File: config.mk
export PLATFORM = sky130hd
export DESIGN_NAME = line_pixel_generator
export DESIGN_NICKNAME = d
export VERILOG_FILES = /design/src/hw/rtl/lpg_pkg.sv /design/src/hw/rtl/line_pixel_generator.sv /design/src/hw/rtl/lpg_muldiv.sv
export SDC_FILE = /design/constraint.sdc
export NUM_CORES = 1
export LEC_CHECK = 0
export BUFFER_PORTS_ARGS = -buffer_cell sky130_fd_sc_hd__buf_2
export CAP_MARGIN = 40
export CORE_AREA = 2 2 184 186
export CTS_CLUSTER_DIAMETER = 60
export CTS_CLUSTER_SIZE = 16
export DETAILED_ROUTE_END_ITERATION = 8
export DIE_AREA = 0 0 186 188
export GPL_ROUTABILITY_DRIVEN = 0
export PLACE_DENSITY = 0.69
export RECOVER_POWER = 25
export SETUP_SLACK_MARGIN = 0.4
export SYNTH_ARGS = -nofsm -noshare
export SYNTH_HDL_FRONTEND = slang
export SYNTH_SLANG_ARGS = --single-unit
export TNS_END_PERCENT = 10
File: constraint.sdc
create_clock -name aclk -period 6.8 [get_ports aclk]
set_input_delay 0.34 -clock aclk [delete_from_list [all_inputs] [get_ports aclk]]
set_output_delay 0.34 -clock aclk [all_outputs]
set_load 0.05 [all_outputs]
File: src/hw/rtl/lpg_pkg.sv
// Shared constants and codes for the line pixel generator.
`default_nettype none
package lpg_pkg;
    localparam int COORD_BITS = 10;
    localparam int COLOR_BITS = 24;

    localparam logic OP_LOAD    = 1'b0;
    localparam logic OP_ADVANCE = 1'b1;
endpackage
`default_nettype wire

File: src/hw/rtl/line_pixel_generator.sv
// Top level of the line pixel generator: command handling, sequencer, output register.
`default_nettype none
// A load transfer (operation 0) latches two endpoints and a pen color and emits
// nothing. Each advance transfer (operation 1) emits the next pixel of the active
// line, stepping the major axis by one; the minor coordinate comes from a shared
// multiply and radix-2 divide unit. An advance goes through these steps in order:
// accept, multiply, load the divider, COORD_BITS divide steps, write the output
// register once it is free. s_ready is low while a pixel is being computed. The
// output register holds a finished pixel until it is taken, and a new command may
// be accepted meanwhile. An advance with no active line is accepted with no output.
module line_pixel_generator #(
    parameter int COORD_BITS = lpg_pkg::COORD_BITS,
    parameter int COLOR_BITS = lpg_pkg::COLOR_BITS
) (
    input  wire logic                  aclk,
    input  wire logic                  aresetn,
    input  wire logic                  s_valid,
    output logic                       s_ready,
    input  wire logic                  s_operation,
    input  wire logic [COORD_BITS-1:0] s_start_x,
    input  wire logic [COORD_BITS-1:0] s_start_y,
    input  wire logic [COORD_BITS-1:0] s_end_x,
    input  wire logic [COORD_BITS-1:0] s_end_y,
    input  wire logic [COLOR_BITS-1:0] s_pen_color,
    output logic                       m_valid,
    input  wire logic                  m_ready,
    output logic [COORD_BITS-1:0]      m_pixel_x,
    output logic [COORD_BITS-1:0]      m_pixel_y,
    output logic [COLOR_BITS-1:0]      m_pixel_color,
    output logic                       m_last_pixel
);
    localparam logic [1:0] S_IDLE = 2'd0;
    localparam logic [1:0] S_CALC = 2'd1;
    localparam logic [1:0] S_EMIT = 2'd2;

    logic [1:0]            state_reg, state_next;
    logic [COORD_BITS-1:0] origin_x_reg, origin_y_reg, target_x_reg, target_y_reg;
    logic [COLOR_BITS-1:0] held_color_reg;
    logic [COORD_BITS-1:0] major_position_reg;
    logic                  steep_flag_reg, descending_flag_reg, line_active_reg;
    logic [COORD_BITS-1:0] quo_reg;
    logic                  m_valid_reg;

    logic                  s_fire, load_fire, adv_fire, emit_fire;
    logic [COORD_BITS:0]   in_dx, in_dy, in_adx, in_ady;
    logic                  in_steep;

    logic [COORD_BITS-1:0] s_major, e_major, s_minor, e_minor;
    logic [COORD_BITS:0]   dmaj, dmin;
    logic [COORD_BITS-1:0] dmaj_mag, dmin_mag, offset_mag;
    logic                  dmin_neg, dmaj_zero, emit_last;
    logic [COORD_BITS-1:0] minor, q_eff;
    logic                  div_done;
    logic [COORD_BITS-1:0] div_quotient;

    assign s_ready   = (state_reg == S_IDLE);
    assign s_fire    = s_valid && s_ready;
    assign load_fire = s_fire && (s_operation == lpg_pkg::OP_LOAD);
    assign adv_fire  = s_fire && (s_operation == lpg_pkg::OP_ADVANCE) && line_active_reg;
    assign emit_fire = (state_reg == S_EMIT) && (!m_valid_reg || m_ready);

    assign in_dx    = {1'b0, s_end_x} - {1'b0, s_start_x};
    assign in_dy    = {1'b0, s_end_y} - {1'b0, s_start_y};
    assign in_adx   = in_dx[COORD_BITS] ? -in_dx : in_dx;
    assign in_ady   = in_dy[COORD_BITS] ? -in_dy : in_dy;
    assign in_steep = (in_ady > in_adx);

    always_comb begin
        if (steep_flag_reg) begin
            s_major = origin_y_reg;
            e_major = target_y_reg;
            s_minor = origin_x_reg;
            e_minor = target_x_reg;
        end else begin
            s_major = origin_x_reg;
            e_major = target_x_reg;
            s_minor = origin_y_reg;
            e_minor = target_y_reg;
        end
    end

    assign dmaj       = {1'b0, e_major} - {1'b0, s_major};
    assign dmin       = {1'b0, e_minor} - {1'b0, s_minor};
    assign dmaj_mag   = dmaj[COORD_BITS] ? COORD_BITS'(-dmaj) : dmaj[COORD_BITS-1:0];
    assign dmin_mag   = dmin[COORD_BITS] ? COORD_BITS'(-dmin) : dmin[COORD_BITS-1:0];
    assign dmin_neg   = dmin[COORD_BITS];
    assign dmaj_zero  = (dmaj == '0);
    assign offset_mag = (major_position_reg >= s_major) ? (major_position_reg - s_major)
                                                        : (s_major - major_position_reg);
    assign emit_last  = (major_position_reg == e_major);
    assign q_eff      = dmaj_zero ? '0 : quo_reg;
    assign minor      = dmin_neg ? (s_minor - q_eff) : (s_minor + q_eff);

    lpg_muldiv #(
        .WIDTH(COORD_BITS)
    ) u_muldiv (
        .aclk     (aclk),
        .aresetn  (aresetn),
        .start    (adv_fire),
        .mul_a    (dmin_mag),
        .mul_b    (offset_mag),
        .divisor  (dmaj_mag),
        .done     (div_done),
        .quotient (div_quotient)
    );

    always_comb begin
        state_next = state_reg;
        case (state_reg)
            S_IDLE: begin
                if (adv_fire) begin
                    state_next = S_CALC;
                end
            end
            S_CALC: begin
                if (div_done) begin
                    state_next = S_EMIT;
                end
            end
            S_EMIT: begin
                if (emit_fire) begin
                    state_next = S_IDLE;
                end
            end
            default: state_next = S_IDLE;
        endcase
    end

    always_ff @(posedge aclk) begin
        if (!aresetn) begin
            state_reg           <= S_IDLE;
            origin_x_reg        <= '0;
            origin_y_reg        <= '0;
            target_x_reg        <= '0;
            target_y_reg        <= '0;
            held_color_reg      <= '0;
            major_position_reg  <= '0;
            steep_flag_reg      <= 1'b0;
            descending_flag_reg <= 1'b0;
            line_active_reg     <= 1'b0;
            m_valid_reg         <= 1'b0;
        end else begin
            state_reg <= state_next;
            if (load_fire) begin
                origin_x_reg        <= s_start_x;
                origin_y_reg        <= s_start_y;
                target_x_reg        <= s_end_x;
                target_y_reg        <= s_end_y;
                held_color_reg      <= s_pen_color;
                steep_flag_reg      <= in_steep;
                descending_flag_reg <= in_steep ? (s_end_y < s_start_y) : (s_end_x < s_start_x);
                major_position_reg  <= in_steep ? s_start_y : s_start_x;
                line_active_reg     <= 1'b1;
            end
            if (emit_fire) begin
                if (emit_last) begin
                    line_active_reg <= 1'b0;
                end else if (descending_flag_reg) begin
                    major_position_reg <= major_position_reg - 1'b1;
                end else begin
                    major_position_reg <= major_position_reg + 1'b1;
                end
            end
            if (emit_fire) begin
                m_valid_reg <= 1'b1;
            end else if (m_ready) begin
                m_valid_reg <= 1'b0;
            end
        end
    end

    always_ff @(posedge aclk) begin
        if (div_done) begin
            quo_reg <= div_quotient;
        end
        if (emit_fire) begin
            m_pixel_x     <= steep_flag_reg ? minor : major_position_reg;
            m_pixel_y     <= steep_flag_reg ? major_position_reg : minor;
            m_pixel_color <= held_color_reg;
            m_last_pixel  <= emit_last;
        end
    end

    assign m_valid = m_valid_reg;

`ifndef SYNTHESIS
    a_done_in_calc: assert property (@(posedge aclk) disable iff (!aresetn)
        div_done |-> (state_reg == S_CALC))
        else $error("divider finished outside pixel computation");

    a_busy_needs_line: assert property (@(posedge aclk) disable iff (!aresetn)
        (state_reg == S_CALC || state_reg == S_EMIT) |-> line_active_reg)
        else $error("pixel computation without an active line");

    a_last_ends_line: assert property (@(posedge aclk) disable iff (!aresetn)
        (emit_fire && emit_last) |=> !line_active_reg)
        else $error("line still active after its last pixel");

    a_idle_advance: assert property (@(posedge aclk) disable iff (!aresetn)
        (s_fire && s_operation == lpg_pkg::OP_ADVANCE && !line_active_reg)
            |=> (state_reg == S_IDLE))
        else $error("advance without a line started work");

    a_emit_sets_valid: assert property (@(posedge aclk) disable iff (!aresetn)
        emit_fire |=> m_valid_reg)
        else $error("emitted pixel not presented");
`endif
endmodule
`default_nettype wire

File: src/hw/rtl/lpg_muldiv.sv
// Shared multiply and radix-2 restoring divide unit: (mul_a * mul_b) / divisor.
`default_nettype none
module lpg_muldiv #(
    parameter int WIDTH = lpg_pkg::COORD_BITS
) (
    input  wire logic             aclk,
    input  wire logic             aresetn,
    input  wire logic             start,
    input  wire logic [WIDTH-1:0] mul_a,
    input  wire logic [WIDTH-1:0] mul_b,
    input  wire logic [WIDTH-1:0] divisor,
    output logic                  done,
    output logic [WIDTH-1:0]      quotient
);
    localparam int CNT_W = $clog2(WIDTH);

    localparam logic [1:0] D_IDLE = 2'd0;
    localparam logic [1:0] D_MUL  = 2'd1;
    localparam logic [1:0] D_LOAD = 2'd2;
    localparam logic [1:0] D_ITER = 2'd3;

    logic [1:0]         phase_reg, phase_next;
    logic [CNT_W-1:0]   count_reg;
    logic [2*WIDTH-1:0] prod_reg;
    logic [WIDTH-1:0]   rem_reg;
    logic [WIDTH-1:0]   quo_reg;
    logic [WIDTH-1:0]   den_reg;
    logic [WIDTH-1:0]   mul_a_reg;
    logic [WIDTH-1:0]   mul_b_reg;

    logic [WIDTH:0]     trial;
    logic [WIDTH:0]     diff;
    logic               fits;

    assign trial = {rem_reg, quo_reg[WIDTH-1]};
    assign diff  = trial - {1'b0, den_reg};
    assign fits  = (trial >= {1'b0, den_reg});

    always_comb begin
        phase_next = phase_reg;
        case (phase_reg)
            D_IDLE: begin
                if (start) begin
                    phase_next = D_MUL;
                end
            end
            D_MUL:  phase_next = D_LOAD;
            D_LOAD: phase_next = D_ITER;
            D_ITER: begin
                if (count_reg == '0) begin
                    phase_next = D_IDLE;
                end
            end
            default: phase_next = D_IDLE;
        endcase
    end

    always_ff @(posedge aclk) begin
        if (!aresetn) begin
            phase_reg <= D_IDLE;
        end else begin
            phase_reg <= phase_next;
        end
    end

    always_ff @(posedge aclk) begin
        case (phase_reg)
            D_IDLE: begin
                mul_a_reg <= mul_a;
                mul_b_reg <= mul_b;
                den_reg   <= divisor;
            end
            D_MUL: begin
                prod_reg <= mul_a_reg * mul_b_reg;
            end
            D_LOAD: begin
                // high half is below the divisor, so WIDTH quotient bits suffice
                rem_reg   <= prod_reg[2*WIDTH-1:WIDTH];
                quo_reg   <= prod_reg[WIDTH-1:0];
                count_reg <= CNT_W'(WIDTH - 1);
            end
            D_ITER: begin
                rem_reg   <= fits ? diff[WIDTH-1:0] : trial[WIDTH-1:0];
                quo_reg   <= {quo_reg[WIDTH-2:0], fits};
                count_reg <= count_reg - 1'b1;
            end
            default: begin
            end
        endcase
    end

    assign done     = (phase_reg == D_ITER) && (count_reg == '0);
    assign quotient = {quo_reg[WIDTH-2:0], fits};
endmodule
`default_nettype wire
## After elaboration in Yosys (flattened, before gate mapping)

Cells that the tools add are included.
W data, S select, Z words.

| cells by class | value |
|---|---|
| add/subtract/negate cells | 16 |
| $mul | 1 |
| $lt $le $gt $ge | 5 |
| equality and inequality tests | 11 |
| mux-type cells | 34 |
| bitwise operators | 1 |
| reduce and logical (&&, ||, !) cells | 16 |

Operators with widths:

| kind | number |
|---|---|
| $mux W10 | 17 |
| $sub A10 B10 Y11 | 4 |
| $pmux W10 S2 | 2 |
| $sub A10 B10 Y10 | 4 |
| $mux W11 | 2 |
| $neg A11 Y11 | 2 |
| $lt A10 B10 Y1 | 2 |
| $mul A10 B10 Y20 | 1 |
| $neg A10 Y10 | 2 |
| $ge A11 B10 Y1 | 1 |
| $gt A11 B11 Y1 | 1 |
| $logic_not A11 Y1 | 1 |
| $add A10 B1 Y10 const B | 1 |
| $add A10 B10 Y10 | 1 |
| $eq A10 B10 Y1 | 1 |
| $ge A10 B10 Y1 | 1 |
| $sub A10 B1 Y10 const B | 1 |
| $mux W2 | 4 |
| $ne A2 B2 Y1 const B | 4 |
| $pmux W2 S4 | 1 |
| $pmux W4 S2 | 1 |
| $eq A2 B2 Y1 const B | 3 |
| $logic_and A1 B1 Y1 | 6 |
| $mux W1 | 6 |
| other kinds (12) | 15 |

| storage, ports and cells | value |
|---|---|
| bits in registers | 211 |
| input bits | 69 |
| output and inout bits | 47 |
| logic and storage cells | 108 |

## Longest topological paths before layout

| logic depth | value |
|---|---|
| depth after elaboration | 8 |
| mapped depth | 28 |
| depth with buffers taken out | 25 |

## Cells and area by module

From an unflattened synthesis, not the netlist that was laid out.

| second synthesis, totals | value |
|---|---|
| cells, all modules | 1787 |
| area total of the unflattened synthesis | 16751.1 um2 |

Modules (own cells, without submodules):

| module | times used | cells each | area each (um2) | sequential area each (um2) |
|---|---|---|---|---|
| line_pixel_generator | 1 | 1183 | 10122.2 | 3253.1 |
| lpg_muldiv | 1 | 604 | 6628.9 | 2262.2 |

## Worst setup path before layout

No wires, ideal clock.

| timing | value |
|---|---|
| path kind | register -> register |
| start point | register steep_flag_reg |
| end point | register m_pixel_x[9], data pin |
| setup time | 274 ps |
| data arrival time | 5356 ps |
| data required time | 6526 ps |
| setup slack | 1170 ps |
| cell stages (with the launch flop) | 27 |
| clock period less this slack | 5630 ps |
| cells stage by stage | dfxtp_1 > buf_2 > buf_6 > clkbuf_1 > mux2i_1 > inv_1 > fa_1 > nor2b_4 > o31ai_4 > a21oi_2 > a221oi_2 > xor2_1 > nand4_2 > buf_6 > nand2_1 > ha_1 > a21oi_1 > a311o_1 > ha_1 > and3_1 > a21oi_1 > a31oi_1 > a21o_1 > a21oi_1 > xor2_1 > a21o_1 > a31oi_1 |

| on the way | value |
|---|---|
| cells in the longest elaborated chain, start to end | 7 |
| elaborated cells on any way between the ends | 12 |
| classes of those cells | 4 x add/sub; 7 x mux; 1 x reduce/logical |

RTL lines:

| item | line | text |
|---|---|---|
| from (decl) | line_pixel_generator.sv:40 | `logic steep_flag_reg, descending_flag_reg, line_active_reg;` |
| from (signal assigned) | line_pixel_generator.sv:150 | `steep_flag_reg <= in_steep;` |
| $mux W10 | line_pixel_generator.sv:69 | `if (steep_flag_reg) begin` |
| $sub A10 B10 Y11 | line_pixel_generator.sv:82 | `assign dmaj = {1'b0, e_major} - {1'b0, s_major};` |
| $logic_not A11 Y1 | line_pixel_generator.sv:87 | `assign dmaj_zero = (dmaj == '0);` |
| $mux W10 | line_pixel_generator.sv:91 | `assign q_eff = dmaj_zero ? '0 : quo_reg;` |
| $add A10 B10 Y10 or $sub A10 B10 Y10 (tied branches) | line_pixel_generator.sv:92 | `assign minor = dmin_neg ? (s_minor - q_eff) : (s_minor + q_eff);` |
| $mux W10 | line_pixel_generator.sv:92 |  |
| $mux W10 * | line_pixel_generator.sv:177 | `m_pixel_x <= steep_flag_reg ? minor : major_position_reg;` |
| to (signal assigned) | line_pixel_generator.sv:177 |  |
| to (decl) | line_pixel_generator.sv:27 | `output logic [COORD_BITS-1:0] m_pixel_x,` |

Every way passes the cells marked *; elsewhere a longest branch is shown, timed or not.
A chain may end at the register's enable or synchronous reset.

## Final worst setup path

Ends and elaborated chain as after synthesis.

==> impl_metrics.toml <==
[placed_design]
dp_hpwl_um = 31800
dp.cells = 2250
portBuffers = 115
dpl_cell_area_sq_mm = 0.0173

[clock_network]
post_cts_buffers = 0
cts.sinks = 211
numCtsBuffers = 21
clockBufferDepth = 3
clk_pin_slew_worst_paths_ns = 0.07
cts_root_buffer = "clkbuf_16"
ctsResizeCount = 0
cts_hold_buf = 0
clk_latency_ns = 0.51
cts_tree = "built"
htree_levels = 1

[sta]
max_clock_freq_ghz = 0.170
setup_violations = 0
worst_hold_slack_ns = 0.0604
max_slew_margin_pct = -124
rsz0062_at_grt = "false"
finalSetupTns_ns = 0
fin_skew_ns = 0.0186
slew_viol_final = 143
finalCritPeriodShare_pct = 86.6
worst_pin_slew_ns = 3.36
fin_crit_ns = 5.89
hold_viol = 0

[synthesis]
synthCells = 1735
yosysTopAreaCell = "edfxtp_1"
postSynth.asyncResetShare_pct = 0
syn_area_sq_mm = 0.0163
synth-edff-count = 129
ys_warn_count = 0
avgSynthCellArea_sq_um = 9.40
ys_ff_latch = 211
synth_common_cells = "nand2_1 (251), inv_1 (172), ha_1 (162)"
synth_top_area_share_pct = 23.7
synth_cell_types = 82
synth_nets = 2037
synth.most_common_cell = "nand2_1"
synth_area_leaders = "edfxtp_1 (24%), ha_1 (12%), dfxtp_1 (10%), fa_1 (8.7%), nand2_1 (5.8%)"
synth_flop_cell = "edfxtp_1"
ys_seq_area_share_pct = 33.8

[worst_setup_path]
cp-end-kind = "register"
path_delay_family = "compound AO/OA/AOI/OAI gates"
cp_max_fo = 46
crit_chain = "buf_6 > mux2_2 > ha_1 > o21a_1 > o31ai_4 > a21oi_2 > a221oi_2 > xor2_1 > nand4_4 > and2_1 > inv_2 > ha_1 > a21oi_1 > a311o_1 > ha_1 > and3_1 > a21oi_1 > a31oi_1 > a21o_1 > a21oi_1 > xor2_1 > a21o_1 > a31oi_1"
cp.buffers_inverters = 2
cp.arrival_ns = 6.14
crit_path_top_delay_cell = "dfxtp_2"
crit_path_max_incr_delay_ns = 0.47
crit_required_ns = 7.05
crit_type = "register to register"
start_kind = "register"

[cells_and_area]
area_growth_syn_to_layout_pct = 10.2
multiInputGateArea_sq_mm = 0.00992
layout-drive-gt1-share_pct = 11.3
layout.cells.non_filler = 2288
diodes = 0
fin_area_sq_mm = 0.0180
nets = 2127
register_area_sq_mm = 0.00552
fill_cells = 2978

[grt]
globalRouteMet2Util_pct = 38.8
met1_usage_pct = 32.7
grt_pass1_vias = 12710
gr-usage-all-layers_pct = 23.7
top_usage_layer = "met2"
overflow = 0
met3_usage_pct = 3.13
grt_max_degree = 72
antenna_found_initial = 0
grt_pass1_wl_um = 65800

[floorplanning]
dieWidth_um = 186
rows = 67
die_height_um = 188
ioPinCount = 116
core_sq_mm = 0.0331
die_area_sq_mm = 0.0350
start_util_pct = 49.3

[route]
drc = 0
first_iter_violations = 872
vias = 12746
post_drt_wl_per_cell_um = 17.8
ant_nets = 0
dr.pass1.iters = 7
wirelength_um = 40800
via_per_inst = 5.57

[run_status]
violations = "capacitance limit, slew limit"
status = "finished with violations"

[run]
maxCapViolations = 3

[hold_path]
hold_class = "primary input to register"
## worst reg2reg max path: stages (launching register included)
cell	delay [ns]
dfxtp_2	0.47
buf_6	0.38
mux2_2	0.43
ha_1	0.35
o21a_1	0.23
o31ai_4	0.08
a21oi_2	0.15
a221oi_2	0.26
xor2_1	0.38
nand4_4	0.25
and2_1	0.26
inv_2	0.05
ha_1	0.20
a21oi_1	0.10
a311o_1	0.40
ha_1	0.34
and3_1	0.17
a21oi_1	0.17
a31oi_1	0.16
a21o_1	0.21
a21oi_1	0.16
xor2_1	0.21
a21o_1	0.13
a31oi_1	0.08
## layer usage
layer | vias to the layer above | part of all wire, %
li1 | 6163 | -
met1 | 6079 | 44
met2 | 405 | 46
met3 | 99 | 6.2
met4 | 0 | 3.8
met5 | - | 0
## logic make-up after synthesis
family	share of synthesized area (%)
and+or+nand+nor	15.0
AOI/OAI and AO/OA	13.0
buffers and inverters	5.49
adders and majority gates	21.1
DFF	33.8
xor gates and xnor gates	6.55
muxes	5.04
## layout by cell type (no fill, tap or decap), drive strengths merged, types with 4 or more instances in the layout
cell	n
nand2	253
inv	180
ha	162
a21oi	130
edfxtp	129
buf	112
nor2	104
xnor2	86
dfxtp	82
fa	71
o21ai	63
mux2i	48
and2	47
clkbuf	39
xor2	36
mux2	30
nand3	25
nor3	22
nor2b	21
a21o	19
a211oi	18
or3	13
nand2b	12
a31oi	11
o21bai	10
o31ai	10
o22ai	9
nand4	9
o21a	8
nor4	7
o41ai	7
o2111ai	5
clkinv	5
or4	4
a311o	4
or2	4
## path summary, 6_finish.rpt
check,start,to,slack [ns],depth (start not counted)
setup / recovery,steep_flag_reg,m_pixel_x[9],0.91,23
hold / removal,s_pen_color[21],held_color_reg[21],0.06,3
setup reg to reg,steep_flag_reg,m_pixel_x[9],0.91,23
hold reg to reg,held_color_reg[19],m_pixel_color[19],0.42,0
## metrics by stage
stage / utilization, % / setup WS [ns]
2_1_floorplan: - / 1.17
3_3_place_gp: 52.2 / 0.946
3_5_place_dp: 52.3 / 0.814
4_1_cts: 54.3 / 0.793
5_1_grt: 54.3 / 0.462
6_report: 54.3 / 0.910
## cell type report
| cell class | count | share of cell area, % |
|---|---|---|
| multi-input combinational | 1291 | 55.2 |
| sequential | 211 | 30.7 |
| inverter | 175 | 3.65 |
| timing repair buffer | 125 | 3.62 |
| tap | 448 | 3.12 |
| clock buffer | 26 | 3.03 |
| clock inverter | 12 | 0.703 |
Power is not shown: default switching activity piles up to over one toggle a cycle in this logic, so the estimate is an artifact.
